[config.mk]
export PLATFORM = sky130hd
export DESIGN_NAME = word_divide_with_flags
export DESIGN_NICKNAME = d
export VERILOG_FILES = /design/src/wdf_pkg.sv /design/src/wdf_divider.sv /design/src/word_divide_with_flags.sv
export SDC_FILE = /design/constraint.sdc
export NUM_CORES = 1
export LEC_CHECK = 0
export ABC_AREA = 0
export BUFFER_PORTS_ARGS = -buffer_cell sky130_fd_sc_hd__buf_2
export CORE_MARGIN = 4
export CORE_UTILIZATION = 40
export DETAILED_ROUTE_END_ITERATION = 12
export GPL_ROUTABILITY_DRIVEN = 1
export GPL_TIMING_DRIVEN = 0
export PLACE_DENSITY = 0.58
export SYNTH_ARGS = -nofsm -noshare
export SYNTH_HDL_FRONTEND = slang
export SYNTH_HIERARCHICAL = 1
export SYNTH_SLANG_ARGS = --single-unit
export TNS_END_PERCENT = 50
[constraint.sdc]
create_clock -name aclk -period 5.48 [get_ports aclk]
set_input_delay 0.822 -clock aclk [delete_from_list [all_inputs] [get_ports aclk]]
set_output_delay 0.822 -clock aclk [all_outputs]
set_load 0.02 [all_outputs]
[src/wdf_pkg.sv]
`default_nettype none

package wdf_pkg;

    // Operand and quotient width
    localparam int WDF_W     = 32;
    localparam int WDF_CNT_W = $clog2(WDF_W);

    // Most negative signed word
    localparam logic [WDF_W-1:0] WDF_MOST_NEG = {1'b1, {(WDF_W-1){1'b0}}};

    // Divide kinds carried by func
    localparam logic FUNC_SIGNED   = 1'b0;
    localparam logic FUNC_UNSIGNED = 1'b1;

    // Sequencer states
    typedef enum logic [1:0] {
        ST_IDLE,
        ST_DIV,
        ST_FIN
    } wdf_state_t;

endpackage

`default_nettype wire

[src/wdf_divider.sv]
`default_nettype none

// Radix-2 restoring divider on unsigned magnitudes, one quotient bit per cycle
module wdf_divider
    import wdf_pkg::*;
(
    input  wire logic             aclk,
    input  wire logic             aresetn,
    input  wire logic             start,
    input  wire logic [WDF_W-1:0] dvd,
    input  wire logic [WDF_W-1:0] dvs,
    output logic                  done,
    output logic      [WDF_W-1:0] quo
);

    localparam logic [WDF_CNT_W-1:0] LAST_STEP = WDF_CNT_W'(WDF_W - 1);

    logic                 run_reg,  run_next;
    logic                 done_reg, done_next;
    logic [WDF_CNT_W-1:0] cnt_reg,  cnt_next;
    logic [WDF_W-1:0]     rem_reg,  rem_next;
    logic [WDF_W-1:0]     quo_reg,  quo_next;
    logic [WDF_W-1:0]     dvs_reg,  dvs_next;
    logic [WDF_W:0]       trial;
    logic                 fits;

    // Shared subtractor: shifted partial remainder minus divisor
    assign trial = {rem_reg, quo_reg[WDF_W-1]} - {1'b0, dvs_reg};
    assign fits  = ~trial[WDF_W];

    // Next-value logic for one step
    always_comb begin
        run_next  = run_reg;
        done_next = 1'b0;
        cnt_next  = cnt_reg;
        rem_next  = rem_reg;
        quo_next  = quo_reg;
        dvs_next  = dvs_reg;
        if (start) begin
            run_next = 1'b1;
            cnt_next = '0;
            rem_next = '0;
            quo_next = dvd;
            dvs_next = dvs;
        end else if (run_reg) begin
            rem_next = fits ? trial[WDF_W-1:0] : {rem_reg[WDF_W-2:0], quo_reg[WDF_W-1]};
            quo_next = {quo_reg[WDF_W-2:0], fits};
            cnt_next = cnt_reg + 1'b1;
            if (cnt_reg == LAST_STEP) begin
                run_next  = 1'b0;
                done_next = 1'b1;
            end
        end
    end

    // Control state
    always_ff @(posedge aclk) begin
        if (!aresetn) begin
            run_reg  <= 1'b0;
            done_reg <= 1'b0;
            cnt_reg  <= '0;
        end else begin
            run_reg  <= run_next;
            done_reg <= done_next;
            cnt_reg  <= cnt_next;
        end
    end

    // Datapath
    always_ff @(posedge aclk) begin
        rem_reg <= rem_next;
        quo_reg <= quo_next;
        dvs_reg <= dvs_next;
    end

    assign done = done_reg;
    assign quo  = quo_reg;

endmodule

`default_nettype wire

[src/word_divide_with_flags.sv]
`default_nettype none

// Channel   Direction  Handshake          Payload
// s_        in         s_valid / s_ready  func, dividend, divisor, check_overflow,
//                                         record_flags, target_index
// m_        out        m_valid / m_ready  write_target, target_reg, quotient,
//                                         ov_flag, so_flag, cr_field
//
// The result appears on m_ after the accepting edge once the radix-2 divider
// has produced its quotient (one quotient bit per step), the done pulse has
// reached the sequencer, and the sign and flags are fixed into the result
// register. s_ready is high only in the idle state, entered as the result
// register is loaded, so a new transaction is accepted only after the previous
// one has been loaded. A finished result held on m_ may wait while the next
// transaction is accepted; a stall on m_ holds the block in its final state.
// Synchronous active-low reset clears the overflow, summary and condition flags.
module word_divide_with_flags
    import wdf_pkg::*;
(
    input  wire logic             aclk,
    input  wire logic             aresetn,
    input  wire logic             s_valid,
    output logic                  s_ready,
    input  wire logic             s_func,
    input  wire logic [WDF_W-1:0] s_dividend,
    input  wire logic [WDF_W-1:0] s_divisor,
    input  wire logic             s_check_overflow,
    input  wire logic             s_record_flags,
    input  wire logic [4:0]       s_target_index,
    output logic                  m_valid,
    input  wire logic             m_ready,
    output logic                  m_write_target,
    output logic      [4:0]       m_target_reg,
    output logic      [WDF_W-1:0] m_quotient,
    output logic                  m_ov_flag,
    output logic                  m_so_flag,
    output logic      [3:0]       m_cr_field
);

    wdf_state_t state_reg, state_next;

    logic             accept;
    logic             out_load;
    logic             div_done;
    logic [WDF_W-1:0] div_quo;

    // Captured transaction
    logic             uns_reg;
    logic             neg_reg;
    logic             chk_reg;
    logic             rec_reg;
    logic             ovf_reg;
    logic             bzero_reg;
    logic [4:0]       tgt_reg;

    // Architected flags
    logic             ov_reg, ov_next;
    logic             so_reg, so_next;
    logic [3:0]       cr_reg, cr_next;

    // Result register
    logic             mv_reg;
    logic             mw_reg;
    logic [4:0]       mt_reg;
    logic [WDF_W-1:0] mq_reg;

    // Operand magnitudes and overflow detection
    logic             na, nb, b_zero, ovf_in;
    logic [WDF_W-1:0] mag_a, mag_b;

    assign na     = (s_func == FUNC_SIGNED) & s_dividend[WDF_W-1];
    assign nb     = (s_func == FUNC_SIGNED) & s_divisor[WDF_W-1];
    assign mag_a  = na ? (~s_dividend + 1'b1) : s_dividend;
    assign mag_b  = nb ? (~s_divisor + 1'b1) : s_divisor;
    assign b_zero = (s_divisor == '0);
    assign ovf_in = b_zero | ((s_func == FUNC_SIGNED) & (s_dividend == WDF_MOST_NEG)
                              & (s_divisor == '1));

    wdf_divider u_div (
        .aclk    (aclk),
        .aresetn (aresetn),
        .start   (accept),
        .dvd     (mag_a),
        .dvs     (mag_b),
        .done    (div_done),
        .quo     (div_quo)
    );

    // Next state
    always_comb begin
        state_next = state_reg;
        case (state_reg)
            ST_IDLE: if (s_valid)  state_next = ST_DIV;
            ST_DIV:  if (div_done) state_next = ST_FIN;
            ST_FIN:  if (out_load) state_next = ST_IDLE;
            default: state_next = ST_IDLE;
        endcase
    end

    // Sequencer outputs
    always_comb begin
        s_ready  = 1'b0;
        accept   = 1'b0;
        out_load = 1'b0;
        case (state_reg)
            ST_IDLE: begin
                s_ready = 1'b1;
                accept  = s_valid;
            end
            ST_FIN:  out_load = ~mv_reg | m_ready;
            default: ;
        endcase
    end

    // Sign fix-up and flag update
    logic             q_neg, q_nz, skip;
    logic             lt, gt, eq;
    logic [WDF_W-1:0] q_fix;

    always_comb begin
        q_nz  = (div_quo != '0);
        q_neg = ~uns_reg & neg_reg & q_nz;
        q_fix = q_neg ? (~div_quo + 1'b1) : div_quo;
        if (bzero_reg) begin
            q_fix = '0;
            lt    = 1'b0;
            gt    = 1'b0;
            eq    = 1'b1;
        end else if (uns_reg) begin
            lt = q_fix[WDF_W-1];
            gt = ~q_fix[WDF_W-1] & q_nz;
            eq = ~q_nz;
        end else begin
            lt = q_neg;
            gt = ~q_neg & q_nz;
            eq = ~q_nz;
        end
        skip    = chk_reg & ovf_reg;
        ov_next = chk_reg ? ovf_reg : ov_reg;
        so_next = so_reg | skip;
        cr_next = cr_reg;
        if (rec_reg) begin
            cr_next = skip ? {cr_reg[3:1], so_next} : {lt, gt, eq, so_next};
        end
    end

    // Control state and flags
    always_ff @(posedge aclk) begin
        if (!aresetn) begin
            state_reg <= ST_IDLE;
            mv_reg    <= 1'b0;
            ov_reg    <= 1'b0;
            so_reg    <= 1'b0;
            cr_reg    <= '0;
        end else begin
            state_reg <= state_next;
            if (out_load) begin
                mv_reg <= 1'b1;
                ov_reg <= ov_next;
                so_reg <= so_next;
                cr_reg <= cr_next;
            end else if (m_ready) begin
                mv_reg <= 1'b0;
            end
        end
    end

    // Payload capture
    always_ff @(posedge aclk) begin
        if (accept) begin
            uns_reg   <= (s_func == FUNC_UNSIGNED);
            neg_reg   <= na ^ nb;
            chk_reg   <= s_check_overflow;
            rec_reg   <= s_record_flags;
            ovf_reg   <= ovf_in;
            bzero_reg <= b_zero;
            tgt_reg   <= s_target_index;
        end
        if (out_load) begin
            mw_reg <= ~skip;
            mt_reg <= tgt_reg;
            mq_reg <= skip ? '0 : q_fix;
        end
    end

    assign m_valid        = mv_reg;
    assign m_write_target = mw_reg;
    assign m_target_reg   = mt_reg;
    assign m_quotient     = mq_reg;
    assign m_ov_flag      = ov_reg;
    assign m_so_flag      = so_reg;
    assign m_cr_field     = cr_reg;

    // Divider finishes only while the sequencer waits for it
    a_done_in_div: assert property (@(posedge aclk) disable iff (!aresetn)
        div_done |-> state_reg == ST_DIV)
        else $error("divider done outside divide state");

    // Summary overflow is sticky
    a_so_sticky: assert property (@(posedge aclk) disable iff (!aresetn)
        so_reg |=> so_reg)
        else $error("summary overflow cleared");

    // A suppressed write always comes with overflow set and a zero quotient
    a_skip_flags: assert property (@(posedge aclk) disable iff (!aresetn)
        (mv_reg && !mw_reg) |-> (ov_reg && so_reg && mq_reg == '0))
        else $error("suppressed write without overflow");

    // Summary bit of the condition field tracks the sticky bit when recorded
    a_cr_so: assert property (@(posedge aclk) disable iff (!aresetn)
        (out_load && rec_reg) |=> (cr_reg[0] == so_reg))
        else $error("condition summary bit mismatch");

endmodule

`default_nettype wire
Word-level counts from Yosys, hierarchy flattened
Cells that the tools add are included.
{"block": "classes", "addsub": 5, "eq_ne": 8, "n_mux": 24, "bitwise_logic": 26, "n_reduce_logical": 12}
{"operator": "2-to-1 mux 32 bit", "n": 6}
{"operator": "adder 32 x 1 -> 32 bit, second input constant", "n": 3}
{"operator": "inverter 32 bit", "n": 3}
{"operator": "equality test 32 bit, second input constant", "n": 2}
{"operator": "subtractor 33 x 32 -> 33 bit", "n": 1}
{"operator": "zero test 32 bit", "n": 1}
{"operator": "nonzero test 32 bit", "n": 1}
{"operator": "2-to-1 mux 1 bit", "n": 14}
{"operator": "inverter 1 bit", "n": 10}
{"operator": "AND 1 bit", "n": 9}
{"operator": "2-to-1 mux 2 bit", "n": 3}
{"operator": "one-hot mux 2 bit (3 select lines)", "n": 1}
{"operator": "AND reduction 3 bit", "n": 2}
{"operator": "adder 5 x 1 -> 5 bit, second input constant", "n": 1}
{"operator": "equality test 5 bit, second input constant", "n": 1}
{"operator": "inequality test 2 bit, second input constant", "n": 2}
{"operator": "AND reduction 2 bit", "n": 2}
{"operator": "nonzero test 2 bit", "n": 2}
{"operator": "OR reduction 2 bit", "n": 2}
{"operator": "OR 1 bit", "n": 3}
{"operator": "OR reduction 3 bit", "n": 1}
{"operator": "equality test 2 x 1 -> 1 bit, second input constant", "n": 1}
{"operator": "equality test 2 bit, second input constant", "n": 1}
{"operator": "zero test 2 bit", "n": 1}
{"operator": "2 further kinds", "n": 2}
{"block": "totals", "register_bits": 161, "word_cells": 97}

Logic depth before layout (Yosys ltp)
Gate-level depths: netlist (run 1).
{"block": "logic_depth", "depth_word": 8, "ltp_mapped": 13}

By module
Netlist (run 1), hierarchy kept.
{"mod": "wdf_divider", "n_inst": 1, "cells_per_inst": 579, "area_per_inst_um2": 5875.6}
{"mod": "word_divide_with_flags", "n_inst": 1, "cells_per_inst": 486, "area_per_inst_um2": 4319.1}

Worst setup path after synthesis (run 1)
OpenSTA, ideal clock, no wires.
{"block": "synth_timing", "path_kind": "input-to-reg", "from": "input m_ready", "to": "register cr_reg[3] (netlist: m_cr_field[3])", "arrival_time_ps": 3485, "required_ps": 5388, "slack_ps": 1902, "cell_stages": 5, "path_buffers": 0, "path_cell_list": "nor2b_1 -> nor2b_1 -> and3_1 -> nand3b_1 -> o32ai_1"}
{"block": "synth_between", "elab_chain_len": 3}
{"element": "start: declaration", "line_no": "word_divide_with_flags.sv:31", "text": "input wire logic m_ready,"}
{"element": "OR 1 bit", "line_no": "word_divide_with_flags.sv:110", "text": "ST_FIN: out_load = ~mv_reg | m_ready;"}
{"element": "2-to-1 mux 1 bit", "line_no": "word_divide_with_flags.sv:105", "text": "case (state_reg)"}
{"element": "via out_load", "line_no": "word_divide_with_flags.sv:43", "text": "logic out_load;"}
{"element": "AND reduction 3 bit (no line)"}
{"element": "end signal: assignment", "line_no": "word_divide_with_flags.sv:161", "text": "cr_reg <= cr_next;"}
{"element": "end: declaration", "line_no": "word_divide_with_flags.sv:59", "text": "logic [3:0] cr_reg, cr_next;"}
The timed path passes the listed nets, and every way through them passes these cells.
A chain may end at the register's enable or synchronous reset.

Worst setup path in the final report (run 1)
{"block": "layout_timing", "from": "register u_div.quo_reg[31] (netlist: u_div/quo[31])", "to": "register u_div.rem_reg[28]"}
{"block": "layout_between", "elab_chain_len": 2}
{"element": "start: declaration", "line_no": "wdf_divider.sv:22", "text": "logic [WDF_W-1:0] quo_reg, quo_next;"}
{"element": "start signal: assignment", "line_no": "wdf_divider.sv:72", "text": "quo_reg <= quo_next;"}
{"element": "subtractor 33 x 32 -> 33 bit", "line_no": "wdf_divider.sv:28", "text": "assign trial = {rem_reg, quo_reg[WDF_W-1]} - {1'b0, dvs_reg};"}
{"element": "2-to-1 mux 32 bit", "line_no": "wdf_divider.sv:46", "text": "rem_next = fits ? trial[WDF_W-1:0] : {rem_reg[WDF_W-2:0], quo_reg[WDF_W-1]};"}
{"element": "end signal: assignment", "line_no": "wdf_divider.sv:71", "text": "rem_reg <= rem_next;"}
{"element": "end: declaration", "line_no": "wdf_divider.sv:21", "text": "logic [WDF_W-1:0] rem_reg, rem_next;"}
No other way between the ends.

==> summary.md, run 1 <==
| Metric | Value |
|---|---|
| Clock slew at reported path FFs | 0.07 ns |
| Layout cells sized above 1 | 0.183 |
| Post-CTS setup buffer count | 0 |
| Post-synthesis instance total | 1065 |
| Total wire length | around 28000 microns |
| Post_cts resized | 0 |
| Synth Area in Simple Gates | 0.185 |
| Internal power contribution | 2.57 mW |
| TritonCTS clock tree | done |
| CP Data Required Time | 5.80 ns |
| Status | finished, final reports clean |
| All-Layer GR Usage | 0.197 |
| Tcrit/Tclk final | 0.638 |
| Largest net degree at the start of global routing | 39 |
| Initial antenna violation count | 2 |
| Critical path fanouts, max | 10 |
| Max-cap viol count | 0 |
| Total CTS buffers | 17 |
| R2R cell count | 12 |
| Post-Syn Area | 10200 sq um |
| Buffers added on ports | around 120 |
| WHS Path Cells | 0 |
| Commonest non-fill, non-tap cell in the layout | buf_2 |
| Placed Cells | 1518 |
| Slowest cell on crit path | edfxtp_1 |
| Crit Path Category | flip-flop to flip-flop |
| Die area | 28100 sq um |
| # clock sinks | ~160 |
| Worst vdd rail ir drop | roughly 0.00019 V |
| Worst EP arrival | 3.82 ns |
| Final Net Count | 1322 |
| Area delta synth->final | 16.2% |
| Worst r2r dst | u_div/rem_reg[28] |
| RSZ-0062 raised after global routing | no |
| Area leader, netlist | edfxtp_1 |
| Pwr Total | 4.00 mW |
| Core area | 25100 sq um |
| Clock network power share | 0.297 |
| Cell variety after synth | slightly below 80 |
| Layout Skew | 0.0101 ns |
| Ports | 122 |
| Sequential power share | 0.392 |
| Min-delay src | tgt_reg[2] |
| R2R setup slack | 1.98 ns |
| Antenna Nets Post-Route | 0 |
| Final instance count without filler cells | between 1500 and 2000 |
| Post-synth EDFFs | 113 |
| Rows | 58 |
| Post-synthesis xor/xnor area fraction | 0.0824 |
| First-pass GRT wire length | 44300 microns |
| Synth warn | 6 |
| Drt wl/cell | 18.1 microns |
| Die Wd | 168 microns |
| Crit path launch type | flip-flop |
| Largest family of logic cells by synthesized area | simple AND/OR/NAND/NOR gates |
| Filler cells | 2445 |
| Dominant synthesized flop cell | edfxtp_1 |
| Final Instance Area | ~12000 sq um |
| Worst stage delay on the critical path | approximately 0.54 ns |
| Synth Area in Compound Gates | 0.177 |
| P_sw | 1.43 mW |
| Iter 0 DRT Violations | 783 |
| Mux cell area share after synthesis | 0.0392 |
| Reg2reg start | u_div/quo[31] |
| Cts hold-fix bufs | 0 |
| Worst slew margin | 0.137 |
| Worst-Margin Slew | 1.29 ns |
| Fmax | 0.286 GHz |
| Syn avg cell area | 9.57 sq um |
| Crit end category | flip-flop |
| HPWL after DPL | 21300 microns |
| Setup_tns | 0 ns |
| Final Hold Viols | 0 |
| Total overflow reported by the global router | 0 |
| Minimum clock period | 3.50 ns |
| Starting Density | 0.406 |
| Max H-tree Level | 4 |
| Post-synth ARST share | 0 |
| Final Max Slew Viols | 0 |
| Worst Hold Class | flip-flop to flip-flop |
| Final Setup Violations | 0 |
| Die Height | between 150 and 200 microns |
| Clock buffer depth | 2 |
| Commonest non-fill, non-tap cells in the layout | buf_2 (128), edfxtp_1 (113), nor2_1 (96) |
| Top cell type's share of synthesized area | 0.333 |
| Hold EP | m_target_reg[2] |
| Comb power frac | 0.311 |
| First-pass iteration count of the detailed router | 5 |
| Root Driver | clkbuf_16 |
| Vias in the first global route | 8016 |
| Pwr per Cell Area | 337 nW/um^2 |
| DRC viols | 0 |
| Crit path cell chain | inv_1 -> ha_1 -> fa_1 -> nand2b_1 -> a21oi_1 -> o21ai_2 -> a211oi_2 -> o32ai_4 -> xor2_2 -> buf_2 -> o21ai_1 -> a22o_1 |
| Register area share after synthesis | 0.427 |
| Routability Congestion | ~0.90 |
| Vias per cell | roughly 5.6 |
| Antenna Cells | 0 |
| FF+latch count, synth | 161 |
| Total number of vias | 8630 |
| Adder-cell share of the synthesized area | 0.0486 |
| Lkg Pwr | 4.60 nW |
| Placed cell area | 11300 sq um |
| Clock latency on the worst-skew pair | between 0.4 and 0.5 ns |
| Synth Net Count | 1180 |
| Sw Share | 0.357 |
| Ranking of synthesized cells by area | edfxtp_1 (33%), dfxtp_1 (9.4%), ha_1 (4.7%) |
synthesized netlist by cell type, drive strengths merged, types with 12 or more instances:
master / instances
or3: 15
nor2b: 16
xnor2: 40
nand4: 16
a21o: 13
xor2: 55
nor4: 19
or4: 18
and3: 12
nand2: 81
o31ai: 19
a311oi: 20
ha: 38
dfxtp: 48
clkbuf: 34
mux2: 31
nor3: 31
edfxtp: 113
inv: 53
nand3: 16
nand2b: 16
buf: 17
a21oi: 88
nor2: 96
o21ai: 48
a31oi: 13
final cells by class:
cell class | instances | area [sq um] | area share
Inverter | 53 | 199 | 0.0168
Tap cell | 330 | 413 | 0.0349
Sequential cell | 161 | 4350 | 0.368
Buffer | 51 | 223 | 0.0188
Clock buffer | 18 | 429 | 0.0362
Timing Repair Buffer | 123 | 653 | 0.0551
Clock inverter | 14 | 146 | 0.0124
Multi-Input combinational cell | 800 | 5430 | 0.458
worst max-delay path, delay by kind of cell (launching register included):
family	cells	cell delay [ns]
adders and majority gates	2	0.63
DFF	1	0.54
buffers and inverters	2	0.40
xor gates and xnor gates	1	0.31
and+or+nand+nor	1	0.20
AOI/OAI and AO/OA	6	1.30
kinds of logic (layout without fill, tap and decap cells):
group / count (synthesis) / count (layout)
mux: 36 / 36
xor+xnor: 95 / 95
simple gates: 366 / 366
flops: 161 / 161
fa+ha+maj: 39 / 39
compound gates: 264 / 264
buf+inv: 104 / 259
metrics by stage:
step / hold WS (ns) / worst slack [ns] / utilization
after global placement: 0.403 / 0.794 / 0.447
final: 0.424 / 1.98 / 0.472
after CTS: 0.426 / 2.03 / 0.472
after floorplan: 0.400 / 1.90 / -
after detailed placement: 0.409 / 2.04 / 0.449
after global routing: 0.446 / 1.76 / 0.472
per-layer routing:
layer  part of all wire  wire (microns)  GRT usage  up-vias
met3              0.067            1890     0.0378       40
met2               0.41           11600      0.280      291
li1                   -               -          -     4239
met4              0.017             467     0.0522        4
met5            0.00071              20          0        -
met1               0.50           14200      0.304     4056
power groups by stage:
stage	sequential (mW)	combinational [mW]	clock, mW
2_1_floorplan	1.54	0.915	0
3_3_place_gp	1.59	1.22	0
3_5_place_dp	1.59	1.22	0
4_1_cts	1.56	1.23	1.22
5_1_grt	1.58	1.38	1.26
6_report	1.57	1.24	1.19
worst max-delay path by stage:
| stage | to | slack (ns) | from | cells after the start |
|---|---|---|---|---|
| after global placement | m_cr_field[3] | 0.79 | m_ready | 6 |
| final | u_div/rem_reg[28] | 1.98 | u_div/quo[31] | 12 |
| after CTS | u_div/rem_reg[0] | 2.03 | u_div/quo[31] | 13 |
| after floorplan | m_cr_field[3] | 1.90 | m_ready | 5 |
| after global routing | u_div/rem_reg[0] | 1.76 | u_div/quo[31] | 13 |
| after detailed placement | u_div/rem_reg[0] | 2.04 | u_div/quo[31] | 13 |
(Power assumes the default switching activity.)
==> run 2: changes to the inputs <==
--- a/config.mk
+++ b/config.mk
@@ -5,14 +5,14 @@
 export SDC_FILE = /design/constraint.sdc
 export NUM_CORES = 1
 export LEC_CHECK = 0
-export ABC_AREA = 0
+export ABC_AREA = 1
 export BUFFER_PORTS_ARGS = -buffer_cell sky130_fd_sc_hd__buf_2
 export CORE_MARGIN = 4
 export CORE_UTILIZATION = 40
 export DETAILED_ROUTE_END_ITERATION = 12
 export GPL_ROUTABILITY_DRIVEN = 1
 export GPL_TIMING_DRIVEN = 0
-export PLACE_DENSITY = 0.58
+export PLACE_DENSITY = 0.6
 export SYNTH_ARGS = -nofsm -noshare
 export SYNTH_HDL_FRONTEND = slang
 export SYNTH_HIERARCHICAL = 1
==> constraint.sdc (replaced) <==
create_clock -name aclk -period 2.85 [get_ports aclk]
set_input_delay 0.4275 -clock aclk [delete_from_list [all_inputs] [get_ports aclk]]
set_output_delay 0.4275 -clock aclk [all_outputs]
set_load 0.02 [all_outputs]
==> run 2 against run 1 <==
- clock skew rose by 0.0012 ns
- non-clock buffer count fell by 13
- die area rose by 17%
- sequential share of layout area fell by 5.4 points
- cell area rose by 17%
- combinational power fell by 14%
- clock power rose by 93%
- global-route usage rose by 2.2 points
- synthesized area rose by 18%
- sequential power rose by 79%
- first-iteration DRC count rose by 37%
- core utilization fell by 0.36 points
==> summary.md, run 2 <==
| Metric | Value |
|---|---|
| Worst EP arrival | 2.79 ns (-1.03 ns) |
| Largest net degree at the start of global routing | 40 (+2.6%) |
| GRT busiest layer | met2 |
| Worst Hold Class | primary input to flip-flop |
| Tcrit/Tclk final | 0.921 (+0.283) |
| Syn avg cell area | 6.52 sq um (-32%) |
| Max H-tree Level | 4 (unchanged) |
| Synth warn | 6 (unchanged) |
| Max-cap viol count | 0 (unchanged) |
| Buffers added on ports | 121 (unchanged) |
| Pwr Total | 6.18 mW (+55%) |
| Most frequent cell after synthesis | nand2_1 |
| Final Hold Viols | 0 (unchanged) |
| RSZ-0062 raised after global routing | no |
| Cts hold-fix bufs | 0 (unchanged) |
| Initial antenna violation count | 1 (-1) |
| First-pass GRT wire length | 57900 microns (+31%) |
| Dominant synthesized flop cell | edfxtp_1 |
| Vias per cell | 4.89 (-12%) |
| Area taken by multi-input logic gates | 6360 sq um (+17%) |
| Placed cell area | 13200 sq um (+17%) |
| Area leader, netlist | edfxtp_1 |
| Post-synth EDFFs | 113 (unchanged) |
| Rows | 63 (+8.6%) |
| Root Driver | clkbuf_16 |
| CP Data Required Time | 3.02 ns (-2.78 ns) |
| Total wire length | 36200 microns (+29%) |
| Pwr per Cell Area | 446 nW/um^2 (+32%) |
| Total number of vias | 11715 (+36%) |
| Final Net Count | 2108 (+59%) |
| Commonest non-fill, non-tap cells in the layout | nand2_1 (719), inv_1 (298), nor2_1 (200) |
| Total overflow reported by the global router | 0 (unchanged) |
| Die Wd | 181 microns (+8.2%) |
| Drt wl/cell | 15.1 microns (-17%) |
| Critical path fanouts, max | 10 (unchanged) |
| Crit Path Category | flip-flop to flip-flop |
| Final Instance Area | 13900 sq um (+17%) |
| WHS | 0.156 ns (-0.268 ns) |
| All-Layer GR Usage | 0.219 (+0.0224) |
| Post-synth ARST share | 0 (unchanged) |
| Ranking of synthesized cells by area | edfxtp_1 (28%), nand2_1 (23%), inv_1 (9.4%) |
| Clock buffer depth | 2 (unchanged) |
| Register area share after synthesis | 0.362 (-0.0650) |
| Total CTS buffers | 17 (unchanged) |
| Fmax | 0.381 GHz (+33%) |
| Commonest non-fill, non-tap cell in the layout | nand2_1 |
| TritonCTS clock tree | done |
| FF+latch count, synth | 161 (unchanged) |
| Final Max Slew Viols | 0 (unchanged) |
| Met3 capacity usage during global routing | 0.0333 (-0.00452) |
| Worst vdd rail ir drop | 0.000435 V (+130%) |
| Post-Syn Area | 12000 sq um (+18%) |
| Worst slew margin | 0.513 (+0.376) |
| Antenna Nets Post-Route | 0 (unchanged) |
| Starting Density | 0.406 (about the same) |
| # clock sinks | 161 (unchanged) |
| DRC viols | 0 (unchanged) |
| Lkg Pwr | 6.89 nW (+50%) |
| Post-synthesis instance total | 1845 (+73%) |
| Worst-Margin Slew | 0.730 ns (-0.562 ns) |
| Final Setup Violations | 0 (unchanged) |
| Status | finished, final reports clean |
| Post-synth top cells | nand2_1 (721), inv_1 (300), nor2_1 (201) |
| Layout cells sized above 1 | 0.107 (-0.0761) |
| HPWL after DPL | 29400 microns (+38%) |
| Met2 Use GR | 0.357 (+0.0767) |
| First-pass iteration count of the detailed router | 5 (unchanged) |
| Top cell type's share of synthesized area | 0.282 (-0.0507) |
| Cell variety after synth | 46 (-41%) |
| Clock slew at reported path FFs | 0.08 ns (about the same) |
| Crit path launch type | flip-flop |
| Layout Skew | 0.0113 ns (+0.00116 ns) |
| Iter 0 DRT Violations | 1073 (+37%) |
| Die Height | 181 microns (+8.2%) |
| Minimum clock period | 2.63 ns (-0.872 ns) |
| Storage cell area | 4350 sq um (unchanged) |
| Ports | 122 (unchanged) |
| Routability Congestion | 0.941 (+4.1%) |
| Area delta synth->final | 15.4% |
| Met1 Resource Use GR | 0.308 (+0.00404) |
| Core area | 29600 sq um (+18%) |
| Vias in the first global route | 11019 (+37%) |
| Synth Net Count | 1960 (+66%) |
| Crit end category | flip-flop |
| Filler cells | 3191 (+31%) |
| Clock latency on the worst-skew pair | 0.44 ns (about the same) |
| Die area | 32900 sq um (+17%) |
[run 2: cell count changes after synthesis, sizes merged, moves of 20 or more]
cell | previous run | this run
nand2 | 81 | 730
inv | 53 | 304
nor2 | 96 | 212
nand3 | 16 | 118
a21oi | 88 | 56
mux2 | 31 | 0
a311oi | 20 | 0
[run 2: cell families after synthesis]
group           after synthesis  synth area share
simple gates               1130             0.387
buf+inv                     338             0.111
flops                       161             0.362
compound gates              110            0.0499
xor+xnor                     67            0.0488
fa+ha+maj                    39            0.0412
[run 2: worst max-delay path, cell delays in order (launching register included)]
cell      delay [ns]
edfxtp_1        0.44
ha_1            0.25
fa_2            0.37
inv_1           0.08
nand2_1         0.05
nand2_1         0.11
nand3_1         0.10
nand2_2         0.12
nand2_1         0.07
nand2_2         0.14
nand2_4         0.09
nand2_4         0.08
nand2_2         0.06
nand2_4         0.11
buf_6           0.17
o21ai_0         0.11
[run 2: worst paths after layout]
kind         slack (ns)               to         startpoint  cells after the start
max                0.22     u_div/quo[0]   u_div/dvs_reg[0]                     15
min                0.16       tgt_reg[2]  s_target_index[2]                      1
max reg2reg        0.22     u_div/quo[0]   u_div/dvs_reg[0]                     15
min reg2reg        0.41  m_target_reg[1]         tgt_reg[1]                      0
[run 2: what timing repair did]
item / in CTS / in global routing
endpoints found under the hold margin: 0 / 0
pin swaps: 0 / 0
setup endpoints to repair: 60 / 62
gates resized for setup: 4 / 6
buffers inserted: 1 / 3
cloned: 1 / 0
[run 2: final cells by class]
cell class,count,share of cell area
multi-input combinational,1346,0.458
timing repair inverter,1,0.000541
buffer,33,0.0139
clock inverter,15,0.0124
sequential,161,0.314
antenna,1,0.000180
clock buffer,17,0.0307
timing repair buffer,128,0.0521
tap,390,0.0352
inverter,305,0.0828
[run 2: per-layer routing]
layer	vias to the layer above	part of all wire
met5	-	0
met4	0	0.013
met3	29	0.053
met2	297	0.46
met1	5356	0.47
li1	6033	-
[run 2: report_power, final]
part           switching (mW)  internal (mW)  total [mW]  leakage [nW]
Sequential              0.139           2.67        2.81          1.47
Combinational           0.712          0.356        1.07          5.14
Clock                    1.12           1.18        2.30         0.284
[run 2: stage by stage]
stage          setup TNS (ns)  utilization  setup WS, ns  instances
5_1_grt                     0        0.468        0.0504       2397
3_5_place_dp           -22.21        0.446        -0.637       2359
6_report                    0        0.468         0.225       2397
3_3_place_gp          -104.53        0.443         -1.49       2356
4_1_cts                     0        0.466       0.00684       2393
2_1_floorplan          -18.10            -        -0.566       1845
